`src/rtl/lkv_pkg.sv`:
```
`timescale 1ns / 1ps

package lkv_pkg;

   localparam int DEPTH   = 16;
   localparam int KEY_W   = 32;
   localparam int VALUE_W = 32;

   // Capacity register width is fixed by the register map.
   localparam int CAP_W   = 5;
   localparam int RANK_W  = $clog2(DEPTH);
   localparam int CNT_W   = $clog2(DEPTH + 1);
   localparam int EXT_W   = (CAP_W > CNT_W) ? CAP_W + 1 : CNT_W + 1;

   localparam logic [CAP_W-1:0] CAP_RESET = CAP_W'(16);

   typedef logic [KEY_W-1:0]   key_type;
   typedef logic [VALUE_W-1:0] value_type;
   typedef logic [RANK_W-1:0]  rank_type;
   typedef logic [CNT_W-1:0]   count_type;
   typedef logic [DEPTH-1:0]   sel_type;

   typedef enum logic {
      OP_GET = 1'b0,
      OP_SET = 1'b1
   } op_type;

   typedef struct packed {
      logic    hit;
      sel_type hit_sel;
      logic    free_found;
      sel_type free_sel;
      sel_type lru_sel;
   } lookup_type;

endpackage

```
`src/rtl/lkv_lookup.sv`:
```
`timescale 1ns / 1ps

module lkv_lookup (
   input  lkv_pkg::key_type    key,
   input  lkv_pkg::sel_type    valid,
   input  lkv_pkg::key_type    keys [lkv_pkg::DEPTH],
   input  lkv_pkg::rank_type   ranks [lkv_pkg::DEPTH],
   input  lkv_pkg::count_type  entries_used,
   output lkv_pkg::lookup_type result
);

   lkv_pkg::sel_type   match;
   lkv_pkg::sel_type   free;
   lkv_pkg::count_type used_m1;

   assign used_m1 = entries_used - lkv_pkg::count_type'(1);

   always_comb begin
      for (int i = 0; i < lkv_pkg::DEPTH; i++) begin
         match[i]          = valid[i] && (keys[i] == key);
         // Valid ranks are always 0 .. entries_used-1, so the oldest entry
         // is the one holding the top rank.
         result.lru_sel[i] = valid[i] && (ranks[i] == used_m1[lkv_pkg::RANK_W-1:0]);
      end
      free              = ~valid;
      result.hit        = |match;
      result.hit_sel    = match & (~match + lkv_pkg::sel_type'(1));
      result.free_found = |free;
      result.free_sel   = free & (~free + lkv_pkg::sel_type'(1));
   end

endmodule

```
`src/rtl/lru_key_value_cache.sv`:
```
`timescale 1ns / 1ps

// Throughput: one request per cycle while each response is taken as it is produced; the
// lookup, rank update and entry write all act on the request register and are stored with the response.
// Reset (synchronous) clears all valid bits, ranks and the fill count at once
// and sets the capacity to 16; keys and values are not cleared.
module lru_key_value_cache (
   input  logic                 clock,
   input  logic                 reset,
   input  logic                 req_valid,
   output logic                 req_ready,
   input  logic                 req_operation,
   input  lkv_pkg::key_type     req_key,
   input  lkv_pkg::value_type   req_write_value,
   output logic                 rsp_valid,
   input  logic                 rsp_ready,
   output logic                 rsp_found,
   output lkv_pkg::value_type   rsp_read_value,
   input  logic                 csr_valid,
   output logic                 csr_ready,
   input  logic [lkv_pkg::CAP_W-1:0] csr_write_data
);

   logic                        in_valid_ff, in_valid_in;
   lkv_pkg::op_type             in_op_ff;
   lkv_pkg::key_type            in_key_ff;
   lkv_pkg::value_type          in_wval_ff;

   logic                        rsp_valid_ff, rsp_valid_in;
   logic                        rsp_found_ff, rsp_found_in;
   lkv_pkg::value_type          rsp_value_ff, rsp_value_in;

   logic [lkv_pkg::CAP_W-1:0]   cap_ff;

   lkv_pkg::sel_type            valid_ff, valid_in;
   lkv_pkg::rank_type           rank_ff [lkv_pkg::DEPTH];
   lkv_pkg::rank_type           rank_in [lkv_pkg::DEPTH];
   lkv_pkg::key_type            key_ff  [lkv_pkg::DEPTH];
   lkv_pkg::value_type          value_ff [lkv_pkg::DEPTH];
   lkv_pkg::count_type          used_ff, used_in;

   lkv_pkg::lookup_type         look;
   logic                        process;
   logic                        is_set;
   logic                        full;
   logic                        fill;
   logic                        do_promote;
   logic                        write_key;
   logic                        write_value;
   lkv_pkg::sel_type            target;
   lkv_pkg::rank_type           target_rank;
   logic [lkv_pkg::RANK_W:0]    threshold;
   lkv_pkg::value_type          hit_value;
   logic [lkv_pkg::EXT_W-1:0]   eff_cap;
   logic [lkv_pkg::EXT_W-1:0]   used_ext;

   assign process   = in_valid_ff && (!rsp_valid_ff || rsp_ready);
   assign req_ready = !in_valid_ff || process;
   assign csr_ready = 1'b1;

   assign rsp_valid      = rsp_valid_ff;
   assign rsp_found      = rsp_found_ff;
   assign rsp_read_value = rsp_value_ff;

   lkv_lookup u_lookup (
      .key          (in_key_ff),
      .valid        (valid_ff),
      .keys         (key_ff),
      .ranks        (rank_ff),
      .entries_used (used_ff),
      .result       (look)
   );

   always_comb begin
      // A capacity of zero behaves as one, and anything above the depth as the depth.
      if (cap_ff == '0) begin
         eff_cap = lkv_pkg::EXT_W'(1);
      end else if (lkv_pkg::EXT_W'(cap_ff) > lkv_pkg::EXT_W'(lkv_pkg::DEPTH)) begin
         eff_cap = lkv_pkg::EXT_W'(lkv_pkg::DEPTH);
      end else begin
         eff_cap = lkv_pkg::EXT_W'(cap_ff);
      end
      used_ext = lkv_pkg::EXT_W'(used_ff);
      full     = used_ext >= eff_cap;
      is_set   = (in_op_ff == lkv_pkg::OP_SET);

      fill        = 1'b0;
      write_key   = 1'b0;
      write_value = 1'b0;
      target      = look.hit_sel;
      if (is_set) begin
         write_value = 1'b1;
         if (!look.hit) begin
            write_key = 1'b1;
            if (full || !look.free_found) begin
               target = look.lru_sel;
            end else begin
               target = look.free_sel;
               fill   = 1'b1;
            end
         end
      end
      do_promote = process && (look.hit || is_set);

      target_rank = '0;
      hit_value   = '0;
      for (int i = 0; i < lkv_pkg::DEPTH; i++) begin
         if (target[i]) begin
            target_rank = target_rank | rank_ff[i];
         end
         if (look.hit_sel[i]) begin
            hit_value = hit_value | value_ff[i];
         end
      end
      // A freshly filled entry ages every valid entry; otherwise only the
      // entries more recent than the one being promoted.
      threshold = fill ? (lkv_pkg::RANK_W+1)'(lkv_pkg::DEPTH)
                       : (lkv_pkg::RANK_W+1)'(target_rank);

      valid_in = valid_ff;
      used_in  = used_ff;
      for (int i = 0; i < lkv_pkg::DEPTH; i++) begin
         rank_in[i] = rank_ff[i];
         if (do_promote) begin
            if (target[i]) begin
               rank_in[i] = '0;
            end else if (valid_ff[i] &&
                         ((lkv_pkg::RANK_W+1)'(rank_ff[i]) < threshold)) begin
               rank_in[i] = rank_ff[i] + lkv_pkg::rank_type'(1);
            end
         end
      end
      if (process && fill) begin
         valid_in = valid_ff | target;
         used_in  = used_ff + lkv_pkg::count_type'(1);
      end

      rsp_found_in = look.hit;
      rsp_value_in = (!is_set && look.hit) ? hit_value : '0;

      if (req_valid && req_ready) begin
         in_valid_in = 1'b1;
      end else if (process) begin
         in_valid_in = 1'b0;
      end else begin
         in_valid_in = in_valid_ff;
      end

      if (process) begin
         rsp_valid_in = 1'b1;
      end else if (rsp_ready) begin
         rsp_valid_in = 1'b0;
      end else begin
         rsp_valid_in = rsp_valid_ff;
      end
   end

   always_ff @(posedge clock) begin
      if (reset) begin
         in_valid_ff  <= 1'b0;
         rsp_valid_ff <= 1'b0;
         cap_ff       <= lkv_pkg::CAP_RESET;
         valid_ff     <= '0;
         used_ff      <= '0;
         for (int i = 0; i < lkv_pkg::DEPTH; i++) begin
            rank_ff[i] <= '0;
         end
      end else begin
         in_valid_ff  <= in_valid_in;
         rsp_valid_ff <= rsp_valid_in;
         valid_ff     <= valid_in;
         used_ff      <= used_in;
         for (int i = 0; i < lkv_pkg::DEPTH; i++) begin
            rank_ff[i] <= rank_in[i];
         end
         if (csr_valid && csr_ready) begin
            cap_ff <= csr_write_data;
         end
      end
   end

   always_ff @(posedge clock) begin
      if (req_valid && req_ready) begin
         in_op_ff   <= lkv_pkg::op_type'(req_operation);
         in_key_ff  <= req_key;
         in_wval_ff <= req_write_value;
      end
      if (process) begin
         rsp_found_ff <= rsp_found_in;
         rsp_value_ff <= rsp_value_in;
      end
      for (int i = 0; i < lkv_pkg::DEPTH; i++) begin
         if (process && target[i]) begin
            if (write_key) begin
               key_ff[i] <= in_key_ff;
            end
            if (write_value) begin
               value_ff[i] <= in_wval_ff;
            end
         end
      end
   end

   // The fill count always equals the number of valid entries.
   a_used_matches_valid : assert property (@(posedge clock) disable iff (reset)
      $countones(valid_ff) == int'(used_ff))
      else $error("fill count differs from number of valid entries");

   // Valid keys are distinct, so at most one entry can match.
   a_single_match : assert property (@(posedge clock) disable iff (reset)
      in_valid_ff |-> $onehot0(look.hit_sel))
      else $error("more than one entry matched the key");

   // Whenever a transfer updates the entries, exactly one entry is chosen.
   a_single_target : assert property (@(posedge clock) disable iff (reset)
      do_promote |-> $onehot(target))
      else $error("update did not select exactly one entry");

   // A processed request always produces a response on the next cycle.
   a_response_follows : assert property (@(posedge clock) disable iff (reset)
      process |=> rsp_valid_ff)
      else $error("processed request produced no response");

endmodule

```
`config.mk`:
```
export PLATFORM = sky130hd
export DESIGN_NAME = lru_key_value_cache
export DESIGN_NICKNAME = d
export VERILOG_FILES = /design/src/rtl/lkv_pkg.sv /design/src/rtl/lkv_lookup.sv /design/src/rtl/lru_key_value_cache.sv
export SDC_FILE = /design/constraint.sdc
export NUM_CORES = 2
export LEC_CHECK = 0
export BUFFER_PORTS_ARGS = -buffer_cell sky130_fd_sc_hd__buf_4
export CAP_MARGIN = 20
export CORE_MARGIN = 2
export CORE_UTILIZATION = 53
export CTS_CLUSTER_DIAMETER = 40
export DETAILED_ROUTE_END_ITERATION = 16
export GPL_TIMING_DRIVEN = 0
export PLACE_DENSITY = 0.72
export REMOVE_ABC_BUFFERS = 1
export SLEW_MARGIN = 10
export SYNTH_ARGS = -nofsm -noshare
export SYNTH_HDL_FRONTEND = slang
export SYNTH_HIERARCHICAL = 1
export SYNTH_SLANG_ARGS = --single-unit
```
`constraint.sdc`:
```
create_clock -name clock -period 7.2 [get_ports clock]
set_clock_uncertainty 0.15 [all_clocks]
set_input_delay 1.44 -clock clock [delete_from_list [all_inputs] [get_ports clock]]
set_output_delay 1.44 -clock clock [all_outputs]
set_load 0.1 [all_outputs]
```
# After elaboration in Yosys (flattened, before gate mapping)
# Memories as Yosys holds them, arrays and structs flattened.
# Index checks and enable logic that the tools add are counted.
[op_classes] n_mux=113 n_reduce_logical=130 n_eq_ne=32 n_lt_le_gt_ge=18 bitwise=36 addsub=20
[ops] operator="32-bit equality test" n=16
[ops] operator="32-bit two-way mux" n=16
[ops] operator="32-bit bitwise OR" n=15
[ops] operator="4-bit two-way mux" n=48
[ops] operator="4-bit by 5-bit < comparator with 1-bit output" n=16
[ops] operator="1-bit logical AND" n=69
[ops] operator="4-bit by 1-bit adder with 4-bit output (second input constant)" n=16
[ops] operator="4-bit equality test" n=16
[ops] operator="2-bit AND reduction" n=32
[ops] operator="4-bit bitwise OR" n=15
[ops] operator="16-bit two-way mux" n=3
[ops] operator="16-bit NOT" n=3
[ops] operator="1-bit two-way mux" n=43
[ops] operator="2-bit nonzero test" n=18
[ops] operator="16-bit by 1-bit adder with 16-bit output (second input constant)" n=2
[ops] operator="16-bit bitwise AND" n=2
[ops] operator="16-bit OR reduction" n=2
[ops] operator="16-bit bitwise OR" n=1
[ops] operator="5-bit two-way mux" n=2
[ops] operator="5-bit by 6-bit greater-or-equal comparator with 1-bit output" n=1
[ops] operator="6-bit two-way mux" n=1
[ops] operator="5-bit by 1-bit adder with 5-bit output (second input constant)" n=1
[ops] operator="5-bit greater-than comparator (second input constant)" n=1
[ops] operator="5-bit zero test" n=1
[ops] operator="3 further kinds" n=9
[word_totals] ff_bits=702 memories=1 elab_cells=392 mem_bits_rw=512 input_bits=75 out_inout_bits=36
[memory_table] name="value_ff" depth=16 word_bits=32 read_ports=16 rd_clocked_by_memory_dff=0 wr=16 line="lru_key_value_cache.sv:39" text="lkv_pkg::value_type value_ff [lkv_pkg::DEPTH];"

# Depth between registers and ports, before layout
[depth] depth_word=44 ltp_mapped=27 depth_no_buf=24

# Hierarchy
# The synthesis kept the hierarchy.
[by_module_without_submodules] module="lru_key_value_cache" cells_each=2442 instances=1 area_per_inst_um2=43590.6 seq_area_each_um2=35534.1
[by_module_without_submodules] module="lkv_lookup" cells_each=944 instances=1 area_per_inst_um2=7387.1 seq_area_each_um2=0.0

# Worst setup path before layout
# Ideal clock, no wire load.
[synth_timing] kind="flip-flop to flip-flop" startpoint="register in_key_ff[28]" endpoint="register rank_ff[2] (netlist name)" arrival_ns=6.543 t_required_ns=6.934 slack_ns=0.390 path_stages_with_launch=26 period_less_slack_ns=6.810 setup_time_ns=0.116 n_path_buf=5 path_cell_list="edfxtp_1 -> buf_4 -> buf_6 -> xor2_1 -> nor4_1 -> and3_1 -> nand3_1 -> nand4_4 -> or4_1 -> nor2b_1 -> buf_2 -> o211ai_2 -> clkbuf_1 -> buf_1 -> o21a_1 -> a222oi_1 -> nand4_1 -> o21ai_0 -> ha_1 -> a21o_1 -> a21oi_1 -> o211ai_1 -> or4b_2 -> a21oi_1 -> or4_1 -> nand2_1"
[synth_rtl] element="start: declaration" line="lru_key_value_cache.sv:26" text="lkv_pkg::key_type in_key_ff;"
[synth_rtl] element="start signal: assignment" line="lru_key_value_cache.sv:185" text="in_key_ff <= req_key;"
[synth_rtl] element="end signal: indexed assignment" line="lru_key_value_cache.sv:174" text="rank_ff[i] <= rank_in[i];"
[synth_rtl] element="end: declaration" line="lru_key_value_cache.sv:36" text="lkv_pkg::rank_type rank_ff [lkv_pkg::DEPTH];"

==> impl_metrics.tcl <==
set metrics [dict create \
    max_freq_mhz 141 \
    antenna_found_initial 0 \
    ys_warn_count 6 \
    final_common_cell "edfxtp_1" \
    p_per_area_nw_per_um2 261 \
    clkSlewWorstSetupHoldPaths_ns 0.06 \
    peakVddDrop_mv 0.320 \
    cts.hold.buffers_added 0 \
    crit_arrival_ns 7.51 \
    required_ns 7.65 \
    min_from "cap_ff[0]" \
    start_util 0.536 \
    seqCellArea_um2 35500 \
    overflow 0 \
    diodes 0 \
    ant_nets 0 \
    cts_buffers 146 \
    vias 31900 \
    synth.distinct_cells 70 \
    syn_avg_cell_area_um2 15.1 \
    port_buffers 109 \
    worstPathCellList "buf_16 -> xor2_1 -> nor4_1 -> nand4_1 -> or3_1 -> nand4_4 -> or4_4 -> nor2b_4 -> buf_12 -> o211ai_4 -> buf_16 -> o21ai_1 -> o2111a_2 -> nand2_1 -> o311ai_0 -> a21oi_1" \
    multi_input_area_um2 14700 \
    core_um2 95200 \
    max-cap-violations 0 \
    critPathMaxStageDelay_ns 0.87 \
    htreeDepth 4 \
    rsz0062_at_grt "false" \
    cts_sinks 1214 \
    synth_top_area_frac 0.661 \
    avgViaCountPerCell 6.29 \
    die_area_um2 98700 \
    cp_slowest_cell "o21ai_1" \
    final_util 0.644 \
    yosysSeqAreaShare 0.697 \
    place.gp.congestion 0.898 \
    drt-initial-drc-count 4162 \
    r2r_start "in_key_ff[16]" \
    post-route-period-util 0.982 \
    synth-edff-count 1122 \
    critPathMaxFanout 38 \
    finalPower_mw 16.0 \
    grt_pass1_wl_um 199000 \
    post-route-min-period_ns 7.07 \
    status "finished, final reports clean" \
    cp-startpoint "in_key_ff[16]" \
    grt_usage 0.272 \
    leakagePower_nw 20.5 \
    remaining_drc_errors 0 \
    hold_viol 0 \
    fin_ws_ns 0.132 \
    cts_tree "yes" \
    hold_slack_ns 0.356 \
    die_w_um 314 \
    tightest_slew_ns 1.11 \
    final_nets 3839 \
    clock_path_buffers 3 \
    layout_common_cells "edfxtp_1 (1122), xor2_1 (315), xnor2_1 (275)" \
    worst_skew_pair.late_latency_ns 0.78 \
    fillers 6326 \
    grt_pass1_vias 31000 \
    wl_per_cell_um 26.8 \
    hold_path.class "reg2reg" \
    dp_hpwl_um 85700 \
    crit_path_end_kind "register" \
    synth-seq-cells 1214 \
    drive_gt1_frac 0.174 \
    ctsRootBufferMaster "clkbuf_16" \
    first_pass_iters 8 \
    setup_viol 0 \
    crit_path_frequent_cell "buf_16" \
    die_height_um 314 \
    synth_top_cell_by_area "edfxtp_1" \
    critPathKind "reg2reg" \
    synth_cells 3386 \
    synth_flop_cell "edfxtp_1" \
    grt_max_degree 48 \
    async_flop_share 0 \
    setup.worst_path.start_class "register" \
    area_growth_pct 20.2 \
    rows 113 \
    tns_ns 0 \
    wl_um 136000 \
    synth_area_leaders "edfxtp_1 (66%), xor2_1 (5.4%), xnor2_1 (4.7%), dfxtp_1 (3.6%), ha_1 (1.7%)" \
    io-pin-count 111 \
    syn-cell-area_um2 51000 \
    max_slew_margin 0.255 \
    place_ws_ns -0.726 \
    drv_slew 0 \
]
metal layers:
| metal | wire length (um) | vias up | global-route usage |
|---|---|---|---|
| met2 | 64700 | 1909 | 0.442 |
| met1 | 52800 | 15900 | 0.366 |
| met3 | 12800 | 381 | 0.0491 |
| met4 | 5460 | 0 | 0.111 |
| li1 | - | 13700 | - |
| met5 | 0 | - | 0 |
registers in the layout (all words and copies together), names as in the netlist:
register / flops
rsp_valid: 1
in_valid_ff: 1
rank_ff: 64
valid_ff: 16
rsp_found: 1
key_ff: 512
rsp_read_value: 32
in_wval_ff: 32
in_op_ff: 1
cap_ff: 5
value_ff: 512
in_key_ff: 32
used_ff: 5
path summary, 6_finish.rpt:
kind | endpoint | slack [ns] | depth (start not counted)
hold reg to reg | cap_ff[0] | 0.36 | 2
hold / removal | cap_ff[0] | 0.36 | 2
setup reg to reg | rank_ff[8] | 0.13 | 16
setup / recovery | rank_ff[8] | 0.13 | 16
cells in the mapped netlist (55+ instances only):
cell / count
a21oi_1: 83
xor2_1: 316
a221oi_1: 96
a22oi_1: 81
edfxtp_1: 1122
dfxtp_1: 92
a22o_1: 96
clkbuf_1: 90
xnor2_1: 276
nor4_1: 71
ha_1: 71
nand3_1: 99
nor2_1: 147
nor3_1: 55
nand2_1: 109
nand4_1: 89
cell families (layout without fill, tap and decap cells):
kind of cell | count (synthesis) | count (layout) | share of synthesized area
other cells | 1 | 1 | 0.0000736
flops | 1214 | 1214 | 0.697
buf+inv | 219 | 641 | 0.0235
mux | 26 | 26 | 0.00511
fa+ha+maj | 71 | 71 | 0.0174
simple gates | 687 | 687 | 0.0705
xor+xnor | 593 | 593 | 0.102
compound gates | 575 | 576 | 0.0842
stage by stage:
stage / std cells / instance area, um2
after floorplan: 3203 / 49900
after global placement: 4577 / 52300
after detailed placement: 4763 / 56000
after CTS: 5032 / 60900
after global routing: 5074 / 61300
final: 5074 / 61300
critical path: cells and delay by family (launching register included):
family,cells,cell delay [ns]
AO/OA/AOI/OAI,5,2.62
AND/OR/NAND/NOR,7,2.44
buffers and inverters,3,0.72
flip-flops,1,0.66
XOR/XNOR,1,0.25
where the power goes:
| group | leakage, nW | switching, mW | internal (mW) |
|---|---|---|---|
| Sequential | 10.9 | 0.0914 | 7.81 |
| Combinational | 7.27 | 0.509 | 0.304 |
| Clock | 2.33 | 3.02 | 4.29 |
| Total | 20.5 | 3.62 | 12.4 |
layout make-up:
cell class,count,area share
flip-flops and latches,1214,0.580
clock buffers,173,0.0620
repair buffers,341,0.0724
clock inverters,91,0.0173
multi-input cells,1954,0.241
well taps,1265,0.0258
inverters,36,0.00220
what timing repair did:
action / 4_1_cts / 5_1_grt
resized for setup: 8 / 2
endpoints found under the setup margin: 64 / 62
buffers inserted: 5 / 38
cloned: 0 / 1
pin swaps: 1 / 1
Note: power is estimated with default switching activity, not from simulation.
